==> src/rtl/huf_pkg.sv <==
`timescale 1ns / 1ps
`default_nettype none

package huf_pkg;

    // item kinds
    localparam logic KIND_INSERT = 1'b0;
    localparam logic KIND_DECODE = 1'b1;

    // result status codes
    localparam logic [1:0] ST_SYMBOL   = 2'd0;
    localparam logic [1:0] ST_INSERTED = 2'd1;
    localparam logic [1:0] ST_FULL     = 2'd2;
    localparam logic [1:0] ST_MISSING  = 2'd3;

    // results kept per item, bits per message byte, code field width
    localparam int MAX_RES   = 8;
    localparam int BYTE_BITS = 8;
    localparam int CODE_W    = 16;

    // controller to datapath
    typedef struct packed {
        logic clear;
        logic load_ins;
        logic load_dec;
        logic step_ins;
        logic step_dec;
        logic pop;
    } cmd_t;

    // datapath to controller
    typedef struct packed {
        logic clear_done;
        logic ins_done;
        logic dec_done;
        logic dec_has_res;
        logic out_last;
    } sts_t;

endpackage

`default_nettype wire

==> src/rtl/huf_ctrl.sv <==
`timescale 1ns / 1ps
`default_nettype none

module huf_ctrl
    import huf_pkg::*;
(
    input  wire logic clk,
    input  wire logic rst_n,
    input  wire logic in_valid,
    input  wire logic kind,
    output logic      in_ready,
    output logic      out_valid,
    input  wire logic out_ready,
    input  wire sts_t sts,
    output cmd_t      cmd
);

    localparam logic [2:0] S_CLEAR = 3'd0;
    localparam logic [2:0] S_IDLE  = 3'd1;
    localparam logic [2:0] S_INS   = 3'd2;
    localparam logic [2:0] S_DEC   = 3'd3;
    localparam logic [2:0] S_OUT   = 3'd4;

    logic [2:0] state_reg;
    logic [2:0] state_next;

    // next state and commands
    always_comb
    begin
        state_next = state_reg;
        cmd        = '0;
        in_ready   = 1'b0;
        out_valid  = 1'b0;
        case (state_reg)
            S_CLEAR:
            begin
                cmd.clear = 1'b1;
                if (sts.clear_done)
                begin
                    state_next = S_IDLE;
                end
            end
            S_IDLE:
            begin
                in_ready = 1'b1;
                if (in_valid)
                begin
                    if (kind == KIND_INSERT)
                    begin
                        cmd.load_ins = 1'b1;
                        state_next   = S_INS;
                    end
                    else
                    begin
                        cmd.load_dec = 1'b1;
                        state_next   = S_DEC;
                    end
                end
            end
            S_INS:
            begin
                cmd.step_ins = 1'b1;
                if (sts.ins_done)
                begin
                    state_next = S_OUT;
                end
            end
            S_DEC:
            begin
                cmd.step_dec = 1'b1;
                if (sts.dec_done)
                begin
                    state_next = sts.dec_has_res ? S_OUT : S_IDLE;
                end
            end
            S_OUT:
            begin
                out_valid = 1'b1;
                if (out_ready)
                begin
                    cmd.pop = 1'b1;
                    if (sts.out_last)
                    begin
                        state_next = S_IDLE;
                    end
                end
            end
            default:
            begin
                state_next = S_IDLE;
            end
        endcase
    end

    // state register
    always_ff @(posedge clk or negedge rst_n)
    begin
        if (!rst_n)
        begin
            state_reg <= S_CLEAR;
        end
        else
        begin
            state_reg <= state_next;
        end
    end

endmodule

`default_nettype wire

==> config.mk <==
export PLATFORM = sky130hd
export DESIGN_NAME = huf_ctrl
export DESIGN_NICKNAME = d
export VERILOG_FILES = /design/src/rtl/huf_pkg.sv /design/src/rtl/huf_ctrl.sv
export SDC_FILE = /design/constraint.sdc
export NUM_CORES = 1
export LEC_CHECK = 0
export BUFFER_PORTS_ARGS = -buffer_cell sky130_fd_sc_hd__buf_2
export CORE_AREA = 2 2 39 41
export CTS_BUF_LIST = sky130_fd_sc_hd__clkbuf_4 sky130_fd_sc_hd__clkbuf_8
export DETAILED_ROUTE_END_ITERATION = 7
export DIE_AREA = 0 0 41 43
export PLACE_DENSITY = 0.54
export REMOVE_ABC_BUFFERS = 1
export SETUP_SLACK_MARGIN = 0.3
export SYNTH_ARGS = -nofsm -noshare
export SYNTH_HDL_FRONTEND = slang
export SYNTH_SLANG_ARGS = --single-unit
==> constraint.sdc <==
create_clock -name clk -period 3 [get_ports clk]
set_input_delay 0.15 -clock clk [delete_from_list [all_inputs] [get_ports clk]]
set_output_delay 0.15 -clock clk [all_outputs]
set_load 0.02 [all_outputs]
---- After elaboration in Yosys (flattened, before gate mapping) ----
Index checks and enable logic that the tools add are counted.
cells by class
  equal/unequal tests ..................... 10
  multiplexer cells ....................... 20
  reductions and logical operators ........ 2
operators by type and width
  kind                                                             number
  3-bit two-way mux                                                7
  3-bit case mux with 5 select lines                               1
  2-bit != test, second input constant                             6
  1-bit two-way mux                                                10
  3-bit by 2-bit == test with 1-bit output, second input constant  2
  6-bit AND reduction                                              1
  2-bit two-way mux                                                2
  3-bit by 1-bit == test with 1-bit output, second input constant  1
  3-bit == test, second input constant                             1
  3-bit logical NOT                                                1
storage, ports and cells
  register bits after elaboration ......... 3
  input bits .............................. 10
  output and inout port bits .............. 8
  logic and storage cells ................. 33

---- Depth between registers and ports, before layout ----
  word-level depth ........................ 3
  mapped depth ............................ 5
  depth with buffers taken out ............ 4

---- Least setup slack after synthesis ----
No wires, ideal clock.
  kind .................................... register to output
  start ................................... reg state_reg[2]
  end ..................................... out cmd[4] in the netlist's numbering
  arrival time ............................ 1.599 ns
  data required time ...................... 2.850 ns
  path slack .............................. 1.251 ns
  stages on the path, launching flop included .. 5
  path buffers ............................ 1
  cell sequence ........................... dfrtp_1 > buf_6 > nor3b_1 > nand2_1 > nor2_1
RTL lines
  element                 line             RTL
  from (decl)             huf_ctrl.sv:24   logic [2:0] state_reg;
  from (signal assigned)  huf_ctrl.sv:104  state_reg <= state_next;
  to (decl)               huf_ctrl.sv:15   output cmd_t cmd

==> impl_metrics.ini <==
[synthesis]
synth_area_leaders = dfrtp_1 (30%), mux2i_1 (8.0%), o21ai_0 (8.0%)
synth_top_family_by_area = simple AND/OR/NAND/NOR gates
ys_seq_area_share_pct = 30.00
syn_avg_cell_area_um2 = 7.820
synthAdderAreaFrac_pct = 0
synth_cell_types = 18
synthXorXnorAreaFrac_pct = 0
muxShareOfSynthArea_pct = 8.000
syn_area_um2 = 250.2
ys_ff_latch = 3
synth-simple-area-share_pct = 31.50
synth_cells = 32
yosysTopAreaCell = dfrtp_1
yosys_warnings = 0
synth-compound-area-share_pct = 18.50
synth_top_area_share_pct = 30.00

[setup_path]
startpoint_type = register
crit_required_ns = 2.85
cp.arrival_ns = 1.43
r2r_slack_ns = 1.74
end_kind = output port
r2r-start = state_reg[0]$_DFFE_PN0P_
crit_fanout = 10
crit_type = register to output port
rr_worst_depth = 4
reg2reg_to = state_reg[0]$_DFFE_PN0P_

[floorplanning]
die_x_um = 41
rows = 14
die_area_mm2 = 0.001763
initial_utilization_pct = 18.08
ioPinCount = 18
core_mm2 = 0.001384
fp.dieH_um = 43

[sta]
setup_viol_count_final = 0
hold_violations = 0
worst_slew_pin_slew_ns = 0.3559
fmax_ghz = 0.6312
skew_ns = 0.001269
tns_ns = 0
maxSlewHeadroom_pct = 76.22
rsz0062_at_grt = false
drv_slew = 0
period_minus_slack_ns = 1.584
finalCritPeriodShare_pct = 52.81

[cts]
clk_pin_slew_ns = 0.04
cts_tree = yes
cts.sinks = 3
cts-buffers-inserted = 3
cts_setup_buffers = 0
cts.path.max_buffers = 2
htree_levels = 1
cts-root-buf = clkbuf_4
clk_latency_ns = 0.23

[cells_and_area]
final_common_cell = buf_2
postLayoutCoreUtil_pct = 27.22
area_growth_syn_to_layout_pct = 50.50
diodes = 0
layout.cells.non_filler = 68
finalInstanceArea_um2 = 376.6
largest_reg_flops = 3
final_cell_mix = buf_2 (17), o21ai_0 (4), clkbuf_4 (4)
fin_nets = 63
final_layout_size_suffix_gt1_share_pct = 40.38

[global_route]
track_usage_pct = 8.761
grt_pass1_vias = 249
antenna_found_initial = 0
grt_first_pass_wirelength_um = 993
grt_max_degree = 11
gr-total-overflow = 0

[power]
ir_drop_uv = 293.6
fin_total_pwr_mw = 0.3974
power_density_mw_per_mm2 = 1055
power.leakage_nw = 0.2131

[drt]
via_per_inst = 4.235
drt-pass1-iter-count = 2
antenna_left = 0
drc = 0
vias = 288
post_drt_wl_per_cell_um = 9.265
drtIter0Drc = 1
drt-total-wl_um = 630

[placed_design]
dp_hpwl_um = 497.9
place.gp.congestion = 0.7252
dp.cells = 63
numPortBuffers = 17
placed_area_um2 = 336.6

[worst_hold_path]
hold_start = in_valid
hold-path-cell-count = 3
holdCritPathClass = primary input to register
whs_endpoint = state_reg[1]$_DFFE_PN0P_

[run]
maxCapViolCount = 0

[run_status]
status = complete, no violations
## worst max-delay path by stage
| stage | start | end | slack [ns] | depth (start not counted) |
|---|---|---|---|---|
| after global routing | state_reg[0]$_DFFE_PN0P_ | cmd[4] | 1.26 | 4 |
| after floorplan | state_reg[2]$_DFFE_PN0P_ | cmd[4] | 1.27 | 3 |
| final | state_reg[2]$_DFFE_PN0P_ | cmd[4] | 1.42 | 4 |
| after CTS | state_reg[0]$_DFFE_PN0P_ | cmd[4] | 1.40 | 4 |
| after detailed placement | state_reg[2]$_DFFE_PN0P_ | cmd[4] | 1.66 | 4 |
| after global placement | state_reg[2]$_DFFE_PN0P_ | cmd[4] | 1.67 | 4 |
## repair_timing
item,in CTS,in global routing
gates resized for setup,0,0
hold endpoints to repair,3,0
hold buffers,1,0
## area by class of cell
class | count | area [µm²]
Tap cell | 16 | 20.02
Sequential cell | 3 | 75.07
Multi-Input combinational cell | 24 | 145.1
Clock buffer | 4 | 30.03
Inverter | 3 | 11.26
Timing Repair Buffer | 18 | 95.09
Fill cell | 156 | 1007
## synth_stat cells
| cell type | number |
|---|---|
| a21oi_1 | 1 |
| a31oi_1 | 1 |
| and2_1 | 1 |
| and3_1 | 2 |
| and3b_1 | 1 |
| buf_4 | 1 |
| buf_6 | 1 |
| dfrtp_1 | 3 |
| inv_1 | 3 |
| mux2i_1 | 2 |
| nand2_1 | 3 |
| nor2_1 | 1 |
| nor2b_1 | 1 |
| nor3_1 | 3 |
| nor3b_1 | 2 |
| o21ai_0 | 4 |
| o22a_1 | 1 |
| o22ai_1 | 1 |
## critical path, cell delays in order, from the launching register on
cell and delay, ns:
dfrtp_1 0.46, nor3b_1 0.36, nand2_1 0.12, nor2_1 0.10, buf_2 0.17
## metal layers
layer  wire, µm  track usage (%)  up-vias
li1           -                -      152
met1        286            11.69      124
met2        270            10.31       12
met3         74            4.712        0
met4          0            6.000        0
met5          0                0        -
## cell families after synthesis
kind of cell / Yosys count
buffers and inverters: 5
AOI/OAI and AO/OA: 8
DFF: 3
and+or+nand+nor: 14
muxes: 2
## power by group
group          switching [mW]  total (mW)  internal (mW)
Sequential             0.0376      0.0980         0.0604
Clock                  0.0208      0.0796         0.0588
Combinational           0.130       0.220         0.0900
Total                   0.188       0.397          0.209
## stage by stage
| step | setup slack, ns | hold slack [ns] |
|---|---|---|
| after floorplan | 1.270 | -0.1456 |
| after global placement | 1.672 | -0.05240 |
| after detailed placement | 1.663 | -0.05130 |
| after CTS | 1.399 | 0.1744 |
| after global routing | 1.264 | 0.1966 |
| final | 1.416 | 0.1814 |
Note: power is estimated with default switching activity, not from simulation.
